--- src/hw/rtl/lbhr_pkg.sv ---
// Shared types, constants and helpers of the load-balancer header rewrite unit.
package lbhr_pkg;

    localparam int HDR_LEN   = 34;
    localparam int POS_W     = 6;
    localparam int RAM_DEPTH = 2 * HDR_LEN;
    localparam int RAM_AW    = $clog2(RAM_DEPTH);
    localparam int OQ_DEPTH  = 4;
    localparam int OQ_CW     = $clog2(OQ_DEPTH + 1);
    localparam int SUM_W     = 20;

    // Header byte offsets
    localparam logic [POS_W-1:0] POS_ETYPE_HI = 6'd12;
    localparam logic [POS_W-1:0] POS_ETYPE_LO = 6'd13;
    localparam logic [POS_W-1:0] POS_IP_START = 6'd14;
    localparam logic [POS_W-1:0] POS_PROTO    = 6'd23;
    localparam logic [POS_W-1:0] POS_CK_HI    = 6'd24;
    localparam logic [POS_W-1:0] POS_CK_LO    = 6'd25;
    localparam logic [POS_W-1:0] POS_DIP_0    = 6'd30;
    localparam logic [POS_W-1:0] POS_DIP_1    = 6'd31;
    localparam logic [POS_W-1:0] POS_DIP_2    = 6'd32;
    localparam logic [POS_W-1:0] POS_DIP_3    = 6'd33;
    localparam logic [POS_W-1:0] POS_LAST     = 6'd33;
    localparam logic [POS_W-1:0] POS_BODY     = 6'd34;

    localparam logic [7:0] ETYPE_HI  = 8'h08;
    localparam logic [7:0] ETYPE_LO  = 8'h00;
    localparam logic [7:0] PROTO_TCP = 8'd6;
    localparam logic [7:0] PROTO_UDP = 8'd17;

    // Configuration register indexes
    localparam logic [1:0] CFG_BACKEND0_IP  = 2'd0;
    localparam logic [1:0] CFG_BACKEND0_MAC = 2'd1;
    localparam logic [1:0] CFG_BACKEND1_IP  = 2'd2;
    localparam logic [1:0] CFG_BACKEND1_MAC = 2'd3;

    // Command from front to back: one body byte or one buffered header
    typedef struct packed {
        logic             is_hdr;
        logic             bank;
        logic [POS_W-1:0] len;
        logic             last;
        logic             verdict;
        logic [7:0]       data;
        logic [47:0]      mac;
        logic [31:0]      ip;
        logic [15:0]      cksum;
    } cmd_t;

    typedef struct packed {
        logic [7:0] data;
        logic       last;
        logic       verdict;
    } obeat_t;

    // Header bank handed back by the back end
    typedef struct packed {
        logic valid;
        logic bank;
    } release_t;

    function automatic logic [RAM_AW-1:0] bank_addr(input logic bank,
                                                   input logic [POS_W-1:0] pos);
        logic [RAM_AW-1:0] base;
        base = bank ? RAM_AW'(HDR_LEN) : '0;
        return base + RAM_AW'(pos);
    endfunction

endpackage

--- src/hw/rtl/lbhr_ram.sv ---
// Generic simple dual-port RAM with registered read.
module lbhr_ram #(
    parameter int WIDTH = 8,
    parameter int DEPTH = 68
) (
    input  logic                     clk,
    input  logic                     we,
    input  logic [$clog2(DEPTH)-1:0] waddr,
    input  logic [WIDTH-1:0]         wdata,
    input  logic                     re,
    input  logic [$clog2(DEPTH)-1:0] raddr,
    output logic [WIDTH-1:0]         rdata
);

    logic [WIDTH-1:0] mem_reg [DEPTH];
    logic [WIDTH-1:0] rdata_reg;

    always_ff @(posedge clk)
    begin
        if (we)
        begin
            mem_reg[waddr] <= wdata;
        end
        if (re)
        begin
            rdata_reg <= mem_reg[raddr];
        end
    end

    assign rdata = rdata_reg;

endmodule

--- src/hw/rtl/lbhr_fifo.sv ---
// Small register FIFO used for the command queue and the result queue.
module lbhr_fifo #(
    parameter int WIDTH = 8,
    parameter int DEPTH = 4
) (
    input  logic                       clk,
    input  logic                       rst_n,
    input  logic                       push,
    input  logic [WIDTH-1:0]           wdata,
    input  logic                       pop,
    output logic [WIDTH-1:0]           rdata,
    output logic                       empty,
    output logic                       full,
    output logic [$clog2(DEPTH+1)-1:0] count
);

    localparam int PW = (DEPTH > 1) ? $clog2(DEPTH) : 1;
    localparam int CW = $clog2(DEPTH + 1);

    logic [WIDTH-1:0] mem_reg [DEPTH];
    logic [PW-1:0]    wptr_reg, wptr_next;
    logic [PW-1:0]    rptr_reg, rptr_next;
    logic [CW-1:0]    count_reg, count_next;
    logic             do_push, do_pop;

    assign empty   = (count_reg == '0);
    assign full    = (count_reg == CW'(DEPTH));
    assign count   = count_reg;
    assign do_push = push && !full;
    assign do_pop  = pop && !empty;
    assign rdata   = mem_reg[rptr_reg];

    always_comb
    begin
        wptr_next  = wptr_reg;
        rptr_next  = rptr_reg;
        count_next = count_reg;
        if (do_push)
        begin
            wptr_next = (wptr_reg == PW'(DEPTH - 1)) ? '0 : wptr_reg + PW'(1);
        end
        if (do_pop)
        begin
            rptr_next = (rptr_reg == PW'(DEPTH - 1)) ? '0 : rptr_reg + PW'(1);
        end
        if (do_push && !do_pop)
        begin
            count_next = count_reg + CW'(1);
        end
        else if (do_pop && !do_push)
        begin
            count_next = count_reg - CW'(1);
        end
    end

    always_ff @(posedge clk or negedge rst_n)
    begin
        if (!rst_n)
        begin
            wptr_reg  <= '0;
            rptr_reg  <= '0;
            count_reg <= '0;
        end
        else
        begin
            wptr_reg  <= wptr_next;
            rptr_reg  <= rptr_next;
            count_reg <= count_next;
        end
    end

    always_ff @(posedge clk)
    begin
        if (do_push)
        begin
            mem_reg[wptr_reg] <= wdata;
        end
    end

endmodule

--- src/hw/rtl/lbhr_front.sv ---
// Front end: accepts frame bytes, buffers headers, classifies and queues commands.
module lbhr_front
    import lbhr_pkg::*;
(
    input  logic              clk,
    input  logic              rst_n,
    input  logic              push,
    output logic              full,
    input  logic [7:0]        in_byte,
    input  logic              in_last,
    input  logic              cfg_valid,
    output logic              cfg_ready,
    input  logic [1:0]        cfg_index,
    input  logic [47:0]       cfg_data,
    input  logic              cmdq_full,
    output logic              cmd_push,
    output cmd_t              cmd,
    output logic              ram_we,
    output logic [RAM_AW-1:0] ram_waddr,
    output logic [7:0]        ram_wdata,
    input  release_t          rel
);

    logic [POS_W-1:0] pos_reg, pos_next;
    logic             wbank_reg, wbank_next;
    logic [1:0]       busy_reg, busy_next;
    logic             next_be_reg, next_be_next;
    logic             verdict_reg, verdict_next;
    logic [7:0]       etype_hi_reg, etype_lo_reg, proto_reg, hi_reg;
    logic [SUM_W-1:0] sum_reg, sum_next;
    logic [31:0]      b0_ip_reg, b1_ip_reg;
    logic [47:0]      b0_mac_reg, b1_mac_reg;

    logic        acc, in_hdr, full_hdr, hdr_end, fwd, ck_word;
    logic [47:0] sel_mac;
    logic [31:0] sel_ip;
    logic [16:0] fold1;
    logic [16:0] fold2;

    assign cfg_ready = 1'b1;
    assign in_hdr    = (pos_reg != POS_BODY);
    assign full      = cmdq_full || (in_hdr && busy_reg[wbank_reg]);
    assign acc       = push && !full;
    assign full_hdr  = (pos_reg == POS_LAST);
    assign hdr_end   = acc && in_hdr && (full_hdr || in_last);

    assign sel_mac = next_be_reg ? b1_mac_reg : b0_mac_reg;
    assign sel_ip  = next_be_reg ? b1_ip_reg : b0_ip_reg;
    assign fwd     = (etype_hi_reg == ETYPE_HI) && (etype_lo_reg == ETYPE_LO) &&
                     ((proto_reg == PROTO_TCP) || (proto_reg == PROTO_UDP));

    // Odd byte of an IP header word that enters the checksum (check field skipped)
    assign ck_word = pos_reg[0] && (pos_reg > POS_IP_START) && (pos_reg < POS_DIP_0) &&
                     (pos_reg != POS_CK_LO);

    // Fold twice, then invert
    assign fold1 = {1'b0, sum_reg[15:0]} + 17'(sum_reg[SUM_W-1:16]);
    assign fold2 = {1'b0, fold1[15:0]} + 17'(fold1[16]);

    assign ram_we    = acc && in_hdr;
    assign ram_waddr = bank_addr(wbank_reg, pos_reg);
    assign ram_wdata = in_byte;

    assign cmd_push    = acc && (!in_hdr || hdr_end);
    assign cmd.is_hdr  = in_hdr;
    assign cmd.bank    = wbank_reg;
    assign cmd.len     = pos_reg + POS_W'(1);
    assign cmd.last    = in_last;
    assign cmd.verdict = in_hdr ? (full_hdr && fwd) : verdict_reg;
    assign cmd.data    = in_byte;
    assign cmd.mac     = sel_mac;
    assign cmd.ip      = sel_ip;
    assign cmd.cksum   = ~fold2[15:0];

    always_comb
    begin
        pos_next     = pos_reg;
        wbank_next   = wbank_reg;
        busy_next    = busy_reg;
        next_be_next = next_be_reg;
        verdict_next = verdict_reg;
        sum_next     = sum_reg;
        if (rel.valid)
        begin
            busy_next[rel.bank] = 1'b0;
        end
        if (acc && in_hdr)
        begin
            if (pos_reg == '0)
            begin
                sum_next = '0;
            end
            else if (ck_word)
            begin
                sum_next = sum_reg + SUM_W'({hi_reg, in_byte});
            end
            else if (pos_reg == POS_DIP_0)
            begin
                sum_next = sum_reg + SUM_W'(sel_ip[31:16]);
            end
            else if (pos_reg == POS_DIP_1)
            begin
                sum_next = sum_reg + SUM_W'(sel_ip[15:0]);
            end
            if (hdr_end)
            begin
                wbank_next           = ~wbank_reg;
                busy_next[wbank_reg] = 1'b1;
                pos_next             = (full_hdr && !in_last) ? POS_BODY : '0;
                verdict_next         = full_hdr && fwd;
                if (full_hdr && fwd)
                begin
                    next_be_next = ~next_be_reg;
                end
            end
            else
            begin
                pos_next = pos_reg + POS_W'(1);
            end
        end
        else if (acc && in_last)
        begin
            pos_next = '0;
        end
    end

    always_ff @(posedge clk or negedge rst_n)
    begin
        if (!rst_n)
        begin
            pos_reg     <= '0;
            wbank_reg   <= 1'b0;
            busy_reg    <= '0;
            next_be_reg <= 1'b0;
            verdict_reg <= 1'b0;
            b0_ip_reg   <= '0;
            b0_mac_reg  <= '0;
            b1_ip_reg   <= '0;
            b1_mac_reg  <= '0;
        end
        else
        begin
            pos_reg     <= pos_next;
            wbank_reg   <= wbank_next;
            busy_reg    <= busy_next;
            next_be_reg <= next_be_next;
            verdict_reg <= verdict_next;
            if (cfg_valid)
            begin
                case (cfg_index)
                    CFG_BACKEND0_IP:  b0_ip_reg  <= cfg_data[31:0];
                    CFG_BACKEND0_MAC: b0_mac_reg <= cfg_data;
                    CFG_BACKEND1_IP:  b1_ip_reg  <= cfg_data[31:0];
                    CFG_BACKEND1_MAC: b1_mac_reg <= cfg_data;
                    default: ;
                endcase
            end
        end
    end

    // Header field capture and checksum accumulator
    always_ff @(posedge clk)
    begin
        sum_reg <= sum_next;
        if (acc && in_hdr)
        begin
            hi_reg <= in_byte;
            if (pos_reg == POS_ETYPE_HI)
            begin
                etype_hi_reg <= in_byte;
            end
            if (pos_reg == POS_ETYPE_LO)
            begin
                etype_lo_reg <= in_byte;
            end
            if (pos_reg == POS_PROTO)
            begin
                proto_reg <= in_byte;
            end
        end
    end

`ifndef SYNTHESIS
    a_pos_range: assert property (@(posedge clk) disable iff (!rst_n)
        pos_reg <= POS_BODY)
        else $error("byte position beyond header length");
    a_bank_free: assert property (@(posedge clk) disable iff (!rst_n)
        hdr_end |-> !busy_reg[wbank_reg])
        else $error("header written into a bank still being read");
    a_release_busy: assert property (@(posedge clk) disable iff (!rst_n)
        rel.valid |-> busy_reg[rel.bank])
        else $error("release of a bank that was not busy");
`endif

endmodule

--- src/hw/rtl/lbhr_back.sv ---
// Back end: executes commands, rewrites header bytes and feeds the result queue.
module lbhr_back
    import lbhr_pkg::*;
(
    input  logic              clk,
    input  logic              rst_n,
    input  logic              cmd_empty,
    input  cmd_t              cmd,
    output logic              cmd_pop,
    output logic              ram_re,
    output logic [RAM_AW-1:0] ram_raddr,
    input  logic [7:0]        ram_rdata,
    input  logic [OQ_CW-1:0]  ocount,
    output logic              opush,
    output obeat_t            obeat,
    output release_t          rel
);

    logic [POS_W-1:0] idx_reg, idx_next;
    logic             b_valid_reg;
    logic             b_src_ram_reg;
    obeat_t           b_beat_reg;

    logic             credit, issue, hdr_last, src_ram;
    logic [POS_W-1:0] rd_pos;
    logic [7:0]       lit;
    obeat_t           beat;

    // Count the beat in flight so the result queue never overflows
    assign credit   = (({1'b0, ocount} + (OQ_CW + 1)'(b_valid_reg)) <
                       (OQ_CW + 1)'(OQ_DEPTH));
    assign issue    = !cmd_empty && credit;
    assign hdr_last = (idx_reg == cmd.len - POS_W'(1));
    assign cmd_pop  = issue && (!cmd.is_hdr || hdr_last);

    assign rel.valid = issue && cmd.is_hdr && hdr_last;
    assign rel.bank  = cmd.bank;

    always_comb
    begin
        rd_pos  = idx_reg;
        lit     = cmd.data;
        src_ram = cmd.is_hdr;
        if (cmd.is_hdr && cmd.verdict)
        begin
            case (idx_reg)
                6'd0:       begin lit = cmd.mac[47:40]; src_ram = 1'b0; end
                6'd1:       begin lit = cmd.mac[39:32]; src_ram = 1'b0; end
                6'd2:       begin lit = cmd.mac[31:24]; src_ram = 1'b0; end
                6'd3:       begin lit = cmd.mac[23:16]; src_ram = 1'b0; end
                6'd4:       begin lit = cmd.mac[15:8];  src_ram = 1'b0; end
                6'd5:       begin lit = cmd.mac[7:0];   src_ram = 1'b0; end
                // old destination MAC becomes the source MAC
                6'd6, 6'd7, 6'd8, 6'd9, 6'd10, 6'd11:
                    rd_pos = idx_reg - POS_W'(6);
                POS_CK_HI:  begin lit = cmd.cksum[15:8]; src_ram = 1'b0; end
                POS_CK_LO:  begin lit = cmd.cksum[7:0];  src_ram = 1'b0; end
                POS_DIP_0:  begin lit = cmd.ip[31:24];   src_ram = 1'b0; end
                POS_DIP_1:  begin lit = cmd.ip[23:16];   src_ram = 1'b0; end
                POS_DIP_2:  begin lit = cmd.ip[15:8];    src_ram = 1'b0; end
                POS_DIP_3:  begin lit = cmd.ip[7:0];     src_ram = 1'b0; end
                default: ;
            endcase
        end
        beat.data    = lit;
        beat.last    = cmd.is_hdr ? (cmd.last && hdr_last) : cmd.last;
        beat.verdict = cmd.verdict;
    end

    assign ram_re    = issue && src_ram;
    assign ram_raddr = bank_addr(cmd.bank, rd_pos);

    always_comb
    begin
        idx_next = idx_reg;
        if (issue && cmd.is_hdr)
        begin
            idx_next = hdr_last ? '0 : idx_reg + POS_W'(1);
        end
    end

    always_ff @(posedge clk or negedge rst_n)
    begin
        if (!rst_n)
        begin
            idx_reg     <= '0;
            b_valid_reg <= 1'b0;
        end
        else
        begin
            idx_reg     <= idx_next;
            b_valid_reg <= issue;
        end
    end

    always_ff @(posedge clk)
    begin
        if (issue)
        begin
            b_src_ram_reg <= src_ram;
            b_beat_reg    <= beat;
        end
    end

    assign opush         = b_valid_reg;
    assign obeat.data    = b_src_ram_reg ? ram_rdata : b_beat_reg.data;
    assign obeat.last    = b_beat_reg.last;
    assign obeat.verdict = b_beat_reg.verdict;

`ifndef SYNTHESIS
    a_no_overflow: assert property (@(posedge clk) disable iff (!rst_n)
        b_valid_reg |-> (ocount < OQ_CW'(OQ_DEPTH)))
        else $error("result queue full when a beat arrives");
    a_idx_bound: assert property (@(posedge clk) disable iff (!rst_n)
        (!cmd_empty && cmd.is_hdr) |-> (idx_reg < cmd.len))
        else $error("header index past header length");
    a_hdr_held: assert property (@(posedge clk) disable iff (!rst_n)
        (idx_reg != '0) |-> (!cmd_empty && cmd.is_hdr))
        else $error("header command left the queue mid-burst");
`endif

endmodule

--- src/hw/rtl/l2_load_balancer_header_rewrite_unit.sv ---
// Top level of the L2 load-balancer header rewrite unit.
// Path: with idle queues a body byte, or the first beat of a header once its final byte is
//   accepted, passes the command queue, the back end's beat register and the result queue.
// Throughput: one beat per cycle on each side at best; while a 34-beat header drains, the front
//   takes CMDQ_DEPTH - 1 body bytes, then stalls until the header command leaves the queue.
// Reset: async, active low; clears queues, position, toggle, verdict, backends; not header RAM.
module l2_load_balancer_header_rewrite_unit
    import lbhr_pkg::*;
#(
    parameter int CMDQ_DEPTH = 4
) (
    input  logic        clk,
    input  logic        rst_n,
    // frame bytes in
    input  logic        push,
    output logic        full,
    input  logic [7:0]  in_byte,
    input  logic        in_last,
    // result beats out
    output logic        empty,
    input  logic        pop,
    output logic [7:0]  out_byte,
    output logic        out_last,
    output logic        verdict,
    // backend configuration writes
    input  logic        cfg_valid,
    output logic        cfg_ready,
    input  logic [1:0]  cfg_index,
    input  logic [47:0] cfg_data
);

    // Front to back command path
    cmd_t              cmd_in, cmd_out;
    logic              cmd_push, cmd_pop, cmd_empty, cmdq_full;
    release_t          rel;

    // Header RAM: two banks so the next header fills while the last one drains
    logic              ram_we, ram_re;
    logic [RAM_AW-1:0] ram_waddr, ram_raddr;
    logic [7:0]        ram_wdata, ram_rdata;

    // Result queue
    logic              opush;
    obeat_t            obeat, ohead;
    logic [OQ_CW-1:0]  ocount;

    lbhr_front u_front (
        .clk       (clk),
        .rst_n     (rst_n),
        .push      (push),
        .full      (full),
        .in_byte   (in_byte),
        .in_last   (in_last),
        .cfg_valid (cfg_valid),
        .cfg_ready (cfg_ready),
        .cfg_index (cfg_index),
        .cfg_data  (cfg_data),
        .cmdq_full (cmdq_full),
        .cmd_push  (cmd_push),
        .cmd       (cmd_in),
        .ram_we    (ram_we),
        .ram_waddr (ram_waddr),
        .ram_wdata (ram_wdata),
        .rel       (rel)
    );

    lbhr_ram #(
        .WIDTH (8),
        .DEPTH (RAM_DEPTH)
    ) u_hdr_ram (
        .clk   (clk),
        .we    (ram_we),
        .waddr (ram_waddr),
        .wdata (ram_wdata),
        .re    (ram_re),
        .raddr (ram_raddr),
        .rdata (ram_rdata)
    );

    // Hold commands so the front keeps taking bytes while a header drains
    lbhr_fifo #(
        .WIDTH ($bits(cmd_t)),
        .DEPTH (CMDQ_DEPTH)
    ) u_cmdq (
        .clk   (clk),
        .rst_n (rst_n),
        .push  (cmd_push),
        .wdata (cmd_in),
        .pop   (cmd_pop),
        .rdata (cmd_out),
        .empty (cmd_empty),
        .full  (cmdq_full),
        .count ()
    );

    lbhr_back u_back (
        .clk       (clk),
        .rst_n     (rst_n),
        .cmd_empty (cmd_empty),
        .cmd       (cmd_out),
        .cmd_pop   (cmd_pop),
        .ram_re    (ram_re),
        .ram_raddr (ram_raddr),
        .ram_rdata (ram_rdata),
        .ocount    (ocount),
        .opush     (opush),
        .obeat     (obeat),
        .rel       (rel)
    );

    // Result queue parts the back end from the consumer; the back end
    // reserves a slot before it issues each beat
    lbhr_fifo #(
        .WIDTH ($bits(obeat_t)),
        .DEPTH (OQ_DEPTH)
    ) u_outq (
        .clk   (clk),
        .rst_n (rst_n),
        .push  (opush),
        .wdata (obeat),
        .pop   (pop),
        .rdata (ohead),
        .empty (empty),
        .full  (),
        .count (ocount)
    );

    assign out_byte = ohead.data;
    assign out_last = ohead.last;
    assign verdict  = ohead.verdict;

endmodule
--- config.mk ---
export PLATFORM = sky130hd
export DESIGN_NAME = l2_load_balancer_header_rewrite_unit
export DESIGN_NICKNAME = d
export VERILOG_FILES = /design/src/hw/rtl/lbhr_pkg.sv /design/src/hw/rtl/lbhr_ram.sv /design/src/hw/rtl/lbhr_fifo.sv /design/src/hw/rtl/lbhr_front.sv /design/src/hw/rtl/lbhr_back.sv /design/src/hw/rtl/l2_load_balancer_header_rewrite_unit.sv
export SDC_FILE = /design/constraint.sdc
export NUM_CORES = 1
export LEC_CHECK = 0
export BUFFER_PORTS_ARGS = -buffer_cell sky130_fd_sc_hd__buf_2
export CELL_PAD_IN_SITES_DETAIL_PLACEMENT = 0
export CELL_PAD_IN_SITES_GLOBAL_PLACEMENT = 1
export CORE_MARGIN = 5
export CORE_UTILIZATION = 45
export CTS_BUF_LIST = sky130_fd_sc_hd__clkbuf_4 sky130_fd_sc_hd__clkbuf_8 sky130_fd_sc_hd__clkbuf_16
export DETAILED_ROUTE_END_ITERATION = 8
export PLACE_DENSITY_LB_ADDON = 0.08
export SETUP_SLACK_MARGIN = 0.2
export SLEW_MARGIN = 40
export SYNTH_ARGS = -nofsm -noshare
export SYNTH_HDL_FRONTEND = slang
export SYNTH_HIERARCHICAL = 1
export SYNTH_SLANG_ARGS = --single-unit
--- constraint.sdc ---
create_clock -name clk -period 14.6 [get_ports clk]
set_input_delay 0 -clock clk [delete_from_list [all_inputs] [get_ports clk]]
set_output_delay 0 -clock clk [all_outputs]
set_load 0.1 [all_outputs]
Word-level counts from Yosys, hierarchy flattened
Memory sizes are Yosys's and may differ from the RTL's. A register that Yosys moved wholly into a read port is not among the register bits. Cells that the tools add are included.

Add/sub/neg operators: 20. Order comparisons: 7. Equality and inequality tests: 38. Mux-type cells: 44. Bitwise gates (word level): 6. Reduce and logical (&&, ||, !) cells: 69.

Operators with widths (number): 8-bit case mux with 12 select lines (1); 20-bit by 16-bit adder with 20-bit output (3); 20-bit two-way mux (3); 6-bit two-way mux (9); 48-bit two-way mux (1); 6-bit by 5-bit equality test with 1-bit output (second input constant) (7); 6-bit by 4-bit equality test with 1-bit output (second input constant) (6); 32-bit two-way mux (1); 1-bit logical AND (30); 6-bit by 3-bit equality test with 1-bit output (second input constant) (4); 6-bit equality test (second input constant) (3); 2-bit AND reduction (9); 16-bit by 4-bit adder with 17-bit output (1); 16-bit by 1-bit adder with 16-bit output (1); 8-bit two-way mux (2); 16-bit inverter (1); 7-bit by 6-bit adder with 7-bit output (2); 1-bit two-way mux (14); 2-bit two-way mux (7); 6-bit by 1-bit adder with 6-bit output (second input constant) (2); 2-bit equality test (second input constant) (6); 6-bit by 2-bit equality test with 1-bit output (second input constant) (2); 1-bit zero test (12); 6-bit zero test (2); other kinds (35) (55).

Bits in registers: 255. RAM bits: 1040. Input port bits: 64. Word-level logic and storage cells: 213. Memories: 3.

Memories: u_hdr_ram.mem_reg (words 68, bits a word 8, read ports 1, clocked after memory_dff 1, write ports 1, RTL line lbhr_ram.sv:15) `logic [WIDTH-1:0] mem_reg [DEPTH];`; u_cmdq.mem_reg (words 4, bits a word 114, read ports 1, clocked after memory_dff 0, write ports 1, RTL line lbhr_fifo.sv:20) `logic [WIDTH-1:0] mem_reg [DEPTH];`; u_outq.mem_reg (words 4, bits a word 10, read ports 1, clocked after memory_dff 0, write ports 1, RTL line lbhr_fifo.sv:20).

Depth between registers and ports, before layout
Gate-level depths: netlist (run 1).

Word-level depth: 15. Gate-level depth with buffers: 20. Depth with buffers taken out: 19.

Modules after synthesis
Netlist (run 1), hierarchy kept.

Modules (own cells, without submodules): lbhr_ram (instances 1, cells an instance 977, area an instance 21420.5 µm², seq. area each 16575.9 µm²); lbhr_fifo at u_cmdq (instances 1, cells an instance 633, area an instance 16858.7 µm², seq. area each 13868.3 µm²); lbhr_front (instances 1, cells an instance 892, area an instance 11421.0 µm², seq. area each 5840.6 µm²); lbhr_back (instances 1, cells an instance 293, area an instance 2358.5 µm², seq. area each 505.5 µm²); lbhr_fifo at u_outq (instances 1, cells an instance 89, area an instance 1895.6 µm², seq. area each 1376.3 µm²).

Worst setup path before layout (run 1)
OpenSTA, ideal clock, no wires.

Path kind: register -> register. Start: register u_front.pos_reg[2]. End: memory u_cmdq/mem_reg[0][0] (netlist bit), enable pin. Arrival time: 4231 ps. Path slack: 9883 ps. Stages on the path, launching flop included: 9. Buffers on the path: 2. Period minus slack after synthesis: 4717 ps. Cell sequence: dfrtp_1 > buf_2 > nor3_1 > a31oi_1 > nand2b_1 > a21oi_1 > nor2b_1 > buf_2 > and2_1.

Longest elaborated chain between the ends: 12. Elaborated cells on any way between the ends: 15.

RTL lines: start, declared (RTL line lbhr_front.sv:24) `logic [POS_W-1:0] pos_reg, pos_next;`; start signal, assigned (RTL line lbhr_front.sv:143) `pos_reg <= pos_next;`; 6-bit != test (RTL line lbhr_front.sv:41) `assign in_hdr = (pos_reg != POS_BODY);`; 1-bit logical AND (RTL line lbhr_front.sv:42) `assign full = cmdq_full || (in_hdr && busy_reg[wbank_reg]);`; 1-bit logical OR (RTL line lbhr_front.sv:42); 1-bit zero test (RTL line lbhr_front.sv:43) `assign acc = push && !full;`; 1-bit logical AND (RTL line lbhr_front.sv:43); 1-bit logical AND (2 in series) (RTL line lbhr_front.sv:45) `assign hdr_end = acc && in_hdr && (full_hdr || in_last);`; 1-bit logical OR (RTL line lbhr_front.sv:64) `assign cmd_push = acc && (!in_hdr || hdr_end);`; 1-bit logical AND (*) (RTL line lbhr_front.sv:64); named net cmd_push (RTL line l2_load_balancer_header_rewrite_unit.sv:34) `logic cmd_push, cmd_pop, cmd_empty, cmdq_full;`; 1-bit logical AND (*) (RTL line lbhr_fifo.sv:29) `assign do_push = push && !full;`; named net u_cmdq.do_push (RTL line lbhr_fifo.sv:24) `logic do_push, do_pop;`; 1-bit two-way mux (*) (RTL line lbhr_fifo.sv:74) `if (do_push)`; 1-bit two-way mux (not written as such) (*) (RTL line lbhr_fifo.sv:76) `mem_reg[wptr_reg] <= wdata;`; end, declared (RTL line lbhr_fifo.sv:20).

Mark *: on every way through the listed nets, which the timed path passes. The rest lies on a longest branch.

==> impl_metrics.ini, run 1 <==
[cells_and_area]
area_growth_pct = 14.4
largest_register_ff_count = 544
regArea_um2 = 38200
multi_input_area_um2 = 15100
design_area_um2 = 61700
layout-drive-gt1-share_pct = 32.3
final_util_pct = 51.6
fin_nets = 3173
filler_cell_count = 9677
fin_cells = 4776

[yosys]
avgSynthCellArea_um2 = 18.7
synthArstFlopShare_pct = 14.7
synth_nets = 3002
ys_top_cells_by_area = edfxtp_1 62%, mux4_2 11%, dfrtp_1 8.9%
ys_seq_area_share_pct = 70.7
synth_edf_count = 1111
synthFlopType = edfxtp_1
synthCells = 2884
syn_area_um2 = 54000
synth_top_cell_area_share_pct = 61.8
yosys_warnings = 6
yosys.cell_types.count = 88
ys_ff_latch = 1303
yosysTopAreaCell = edfxtp_1

[routing]
dr_total_vias = 27500
via_per_inst = 5.75
totalWireLength_um = 130000
ant_nets = 0
wl_per_cell_um = 27.2
drtPass1Iterations = 5
drt_iter0_markers = 2683
drc_errors = 0

[worst_setup_path]
crit_start = u_cmdq/rptr_reg[1]
start_kind = register
r2r-start = u_cmdq/rptr_reg[1]
worstPathRequired_ns = 15.05
path_max_fanout = 44
path_class = reg -> reg
arrival_ns = 7.03
cp_common_cell = buf_4
cp_slowest_stage_delay_ns = 0.78
cp_slowest_cell = dfrtp_4
endpoint_kind = register
cp_cell_sequence = buf_4, mux4_2, nor4bb_1, nand2b_1, a221oi_1, and3_1, xor2_4, buf_4, buf_4, buf_12, mux4_2, mux2i_1, a22oi_1, a32oi_1, o31ai_1

[power]
peakVddDrop_mv = 0.177
powerDensity_nw_per_um2 = 190
leakage_nw = 20.9

[global_route]
grt_pass1_wl_um = 192000
antenna_found_initial = 6
overflow = 0
grt_max_degree = 78
grt_pass1_vias = 27900
track_usage_pct = 20.6

[die]
core_um2 = 119000
row_count = 127
dieArea_um2 = 127000
die_h_um = 356
initial_utilization_pct = 45.2
ios = 77
dieWidth_um = 356

[worst_hold_path]
holdCritPathClass = in -> reg
hold_start = cfg_data[47]

[clock_network]
clkLatencyLatePin_ns = 0.73
cts_tree = built
htreeDepth = 4
cts_made_buffers = 141
cts-root-buf = clkbuf_16
cts_max_path_buffers = 3
cts_setup_buffers = 0
clkSinkCount = 1303
clkTransAtPathRegs_ns = 0.06

[placement]
port_buffers = 75
hpwlAfterDp_um = 82600
gp_congestion = 0.844
post_dp_cell_area_um2 = 56300
place_inst = 4454

[timing]
worstMarginPinSlew_ns = 0.842
maxSlewHeadroom_pct = 43.4
tns_ns = 0
hold_viol = 0
setup_violations = 0
finalClockSkew_ns = 0.0227
grt_setup_unrepaired = no
fmax_mhz = 152
fin_crit_sh_pct = 45.1
finalCriticalPeriod_ns = 6.58
drv_slew = 0

[run]
maxCapViolCount = 0

[status]
status = finished, final reports clean
## worst max-delay path: cells and delay by family (launching register included)
kind / cells / cell delay [ns]
compound gates: 4 / 1.28
xor+xnor: 1 / 0.17
buf+inv: 4 / 1.84
flops: 1 / 0.78
mux: 3 / 0.93
simple gates: 3 / 1.15
## repair_timing
action	CTS	global route
endpoints found under the hold margin	481	90
gates resized for setup	0	0
hold buffers	63	3
## power by group
group          total (mW)  switching (mW)  leakage (nW)  internal [mW]
Combinational        3.61            2.12          6.36           1.48
Sequential           4.66           0.226          12.3           4.43
Clock                3.48            1.39          2.30           2.08
## cell type report
class | instances | share of cell area [%]
Tap cell | 1612 | 3.27
Antenna cell | 3 | 0.0122
Timing Repair Buffer | 198 | 2.79
Sequential cell | 1303 | 61.9
Inverter | 30 | 0.182
Clock buffer | 194 | 6.63
Clock inverter | 55 | 0.783
Multi-Input combinational cell | 1381 | 24.5
## logic make-up (layout without fill, tap and decap cells)
| logic type | after synthesis | in the layout | synth area share, % |
|---|---|---|---|
| other cells | 1 | 4 | 0.00695 |
| compound gates | 216 | 216 | 2.92 |
| fa+ha+maj | 54 | 54 | 1.31 |
| xor+xnor | 60 | 60 | 0.974 |
| mux | 611 | 611 | 17.9 |
| buf+inv | 200 | 477 | 1.84 |
| simple gates | 439 | 439 | 4.32 |
| flops | 1303 | 1303 | 70.7 |
## layer usage
layer	part of all wire (%)	track usage, %	wire length (µm)	vias up
met1	46	31.1	59600	14600
met5	0	0	0	-
met4	1.7	4.46	2230	0
met3	6.3	4.22	8250	157
met2	46	31.3	59900	751
li1	-	-	-	11900
## path summary, 6_finish.rpt
path | end | slack [ns] | depth (start not counted)
min in group asynchronous | u_front/b1_mac_reg[23] | 0.46 | 4
max in group asynchronous | u_front/b0_mac_reg[5] | 13.04 | 5
setup / recovery | u_hdr_ram/rdata[1] | 8.02 | 15
setup reg to reg | u_hdr_ram/rdata[1] | 8.02 | 15
hold / removal | u_front/b1_mac_reg[47] | 0.06 | 3
hold reg to reg | u_front/b1_mac_reg[4] | 0.50 | 1
## cells in the mapped netlist, drive strengths merged (6+ instances only)
| library cell | instances |
|---|---|
| mux2 | 301 |
| o22ai | 10 |
| mux4 | 252 |
| nor2b | 20 |
| nor4 | 10 |
| nand2 | 52 |
| xor2 | 32 |
| xnor2 | 28 |
| or3 | 9 |
| o31ai | 15 |
| o221ai | 8 |
| nor4b | 6 |
| o21ai | 46 |
| a2111oi | 15 |
| and3 | 50 |
| a21oi | 22 |
| nor2 | 125 |
| buf | 96 |
| nand3 | 73 |
| and2 | 16 |
| clkbuf | 74 |
| a21o | 18 |
| dfrtp | 192 |
| ha | 50 |
| nand4 | 17 |
| a22oi | 20 |
| mux2i | 58 |
| nor3b | 6 |
| a32oi | 9 |
| nor3 | 21 |
| nand2b | 12 |
| inv | 30 |
| a221oi | 12 |
| edfxtp | 1111 |
## layout by cell type (no fill, tap or decap), drive strengths merged, types with 10 or more instances in the layout
cell,synthesis,routed
mux4,252,252
o31ai,15,15
nor3,21,21
clkinv,0,42
nand3,73,73
buf,96,132
o22ai,10,10
a21oi,22,22
and2,16,16
nor4,10,10
a221oi,12,12
nand2,52,52
nor2b,20,20
nand2b,12,12
inv,30,33
a22oi,20,20
dfrtp,192,192
mux2,301,301
nand4,17,17
a2111oi,15,15
mux2i,58,58
o21ai,46,46
dlygate4sd3,0,65
clkbuf,74,195
nor2,125,125
xnor2,28,28
edfxtp,1111,1111
and3,50,50
a21o,18,18
ha,50,50
xor2,32,32
## metrics by stage
step           worst slack, ns  hold WS (ns)  power [mW]
2_1_floorplan             9.88        -0.296        7.21
3_3_place_gp              7.43        0.0620        8.23
3_5_place_dp              7.71        0.0754        8.32
4_1_cts                   7.66      0.000468        11.9
5_1_grt                   7.50        0.0296        12.3
6_report                  8.02        0.0616        11.7
No activity file was read; power rests on OpenSTA's default activity.
==> inputs of run 2 (changes only) <==
==> constraint.sdc (replaced) <==
create_clock -name clk -period 6.3 [get_ports clk]
set_input_delay 0 -clock clk [delete_from_list [all_inputs] [get_ports clk]]
set_output_delay 0 -clock clk [all_outputs]
set_load 0.1 [all_outputs]
==> run 2 against run 1 <==
Compared with the run above: total power is 140% higher; sequential share of layout area is 0.11 points lower; worst setup slack worse by 7.0 ns; via count is 0.20% higher; flip-flop and latch count stayed put; maximum frequency is 25% higher; global-route usage is 0.13 points lower; critical path depth is 3 lower; design area is 0.17% higher; largest power group unchanged; highest routed layer is now met5.
==> impl_metrics.ini, run 2 (synthesis gave the netlist of run 1 again) <==
[status]
status = finished, final reports clean

[power]
leakage_nw = 21.0
pwr-share-clk_pct = 30.1
p_sw_mw = 8.88
powerDensity_nw_per_um2 = 447
peakVddDrop_mv = 0.400
finalPower_mw = 27.6
p_int_mw = 18.8
switching_share_pct = 32.1
p_seq_share_pct = 38.8
combPwrFrac_pct = 31.0

[global_route]
track_usage_pct = 20.5
antenna_found_initial = 8
grt_pass1_vias = 28400
grt_max_degree = 144
overflow = 0
grt_pass1_wl_um = 191000

[clock_network]
htreeDepth = 4
clkLatencyLatePin_ns = 0.73
clkTransAtPathRegs_ns = 0.06
cts_max_path_buffers = 3
cts_tree = built
clkSinkCount = 1303
cts_made_buffers = 142
postCtsResizedCells = 0
cts-root-buf = clkbuf_16

[routing]
drc_errors = 0
drt_iter0_markers = 2383
drtPass1Iterations = 5
ant_nets = 0
dr_total_vias = 27500
totalWireLength_um = 129000
via_per_inst = 5.75
wl_per_cell_um = 26.9

[die]
initial_utilization_pct = 45.2
ios = 77
die_h_um = 356
dieWidth_um = 356
core_um2 = 119000
dieArea_um2 = 127000
row_count = 127

[timing]
hold_viol = 0
fmax_mhz = 190
fin_crit_sh_pct = 83.6
tns_ns = 0
grt_setup_unrepaired = no
maxSlewHeadroom_pct = 39.0
finalClockSkew_ns = 0.0205
worstMarginPinSlew_ns = 0.916
setup_violations = 0
drv_slew = 0
finalCriticalPeriod_ns = 5.27

[worst_setup_path]
start_kind = register
regToRegSetupSlack_ns = 1.03
path_class = reg -> reg
path_max_fanout = 56
cp_cell_sequence = mux4_2, nor4bb_1, nand2b_1, a221oi_1, and3_1, xor2_4, buf_12, mux4_2, mux2i_1, a22oi_1, a32oi_1, o31ai_1
timing.rr.end = u_hdr_ram/rdata[0]
cp_common_cell = mux4_2
worstSetupEndpoint = u_hdr_ram/rdata[0]
endpoint_kind = register
worstPathRequired_ns = 6.75
arrival_ns = 5.72
crit_start = u_cmdq/rptr_reg[0]
cp_slowest_cell = a221oi_1
cp_slowest_stage_delay_ns = 0.75
rr_worst_depth = 12
r2r-start = u_cmdq/rptr_reg[0]

[run]
maxCapViolCount = 0

[cells_and_area]
largest_register_ff_count = 544
fin_nets = 3175
mostFrequentLayoutCell = edfxtp_1
layout-drive-gt1-share_pct = 32.4
layout_common_cells = 1,111 x edfxtp_1, 296 x mux2_2, 252 x mux4_2
final_util_pct = 51.7
area_growth_pct = 14.6
filler_cell_count = 9648

[worst_hold_path]
holdCritPathClass = in -> reg

[placement]
port_buffers = 75
gp_congestion = 0.866
hpwlAfterDp_um = 82200
## run 2: changes by cell type in the layout (fill, tap and decap cells not counted), moves of 5 or more
cell       previous run  this run
clkinv_1             19        27
buf_6                17        11
clkbuf_4             39        31
inv_6                 3         8
buf_4                28        37
bufinv_16             7        13
## run 2: layout make-up
class / instances / area, µm² / share of cell area, %
multi-input combinational: 1381 / 15100 / 24.4
antenna: 1 / 2.50 / 0.00405
tap: 1612 / 2020 / 3.26
clock buffer: 182 / 3960 / 6.40
clock inverter: 80 / 813 / 1.32
sequential: 1303 / 38200 / 61.8
timing repair buffer: 199 / 1670 / 2.70
inverter: 30 / 113 / 0.182
## run 2: what timing repair did
| action | 4_1_cts | 5_1_grt |
|---|---|---|
| hold buffers | 59 | 3 |
| hold endpoints to repair | 394 | 223 |
| setup buffers | 0 | 0 |
## run 2: worst min path at each step
stage / from / slack, ns / endpoint / cells past startpoint
floorplan: rst_n / -0.30 / u_back/idx_reg[0] / 0
CTS: cfg_data[46] / 0.0007 / u_front/b1_mac_reg[46] / 3
global placement: rst_n / -0.003 / u_front/b1_mac_reg[39] / 1
finish: cfg_data[32] / 0.06 / u_front/b0_mac_reg[32] / 3
detailed placement: rst_n / 0.01 / u_front/b0_mac_reg[39] / 1
global route: cfg_data[46] / 0.03 / u_front/b1_mac_reg[46] / 3
## run 2: power by group through the flow
| stage | registers [mW] | clock network (mW) | logic (mW) |
|---|---|---|---|
| 2_1_floorplan | 10.7 | 0 | 6.05 |
| 3_3_place_gp | 10.9 | 0 | 8.41 |
| 3_5_place_dp | 10.9 | 0 | 8.55 |
| 4_1_cts | 10.7 | 8.55 | 8.61 |
| 5_1_grt | 10.8 | 8.93 | 9.15 |
| 6_report | 10.7 | 8.33 | 8.58 |
## run 2: metal layers
layer,routed length [µm],vias up,GRT usage (%)
li1,-,11900,-
met1,59700,14600,31.1
met2,58100,794,30.6
met3,8700,185,4.30
met4,2490,2,4.95
met5,13,-,0
## run 2: through the flow
stage	hold WS (ns)	worst slack (ns)	cells	cell area [µm²]
6_report	0.0556	1.03	4788	61800
5_1_grt	0.0299	0.713	4787	61800
2_1_floorplan	-0.296	1.58	2884	54000
3_5_place_dp	0.0112	0.990	4460	56300
3_3_place_gp	-0.00339	0.990	4457	56100
4_1_cts	0.000685	0.981	4781	61700
## run 2: worst max-delay path: cells and delay by family (launching register included)
kind                      cells  cell delay, ns
muxes                         3            1.11
buffers and inverters         1            0.33
and+or+nand+nor               3            1.21
DFF                           1            0.50
AOI/OAI and AO/OA             4            1.39
xor gates and xnor gates      1            0.34
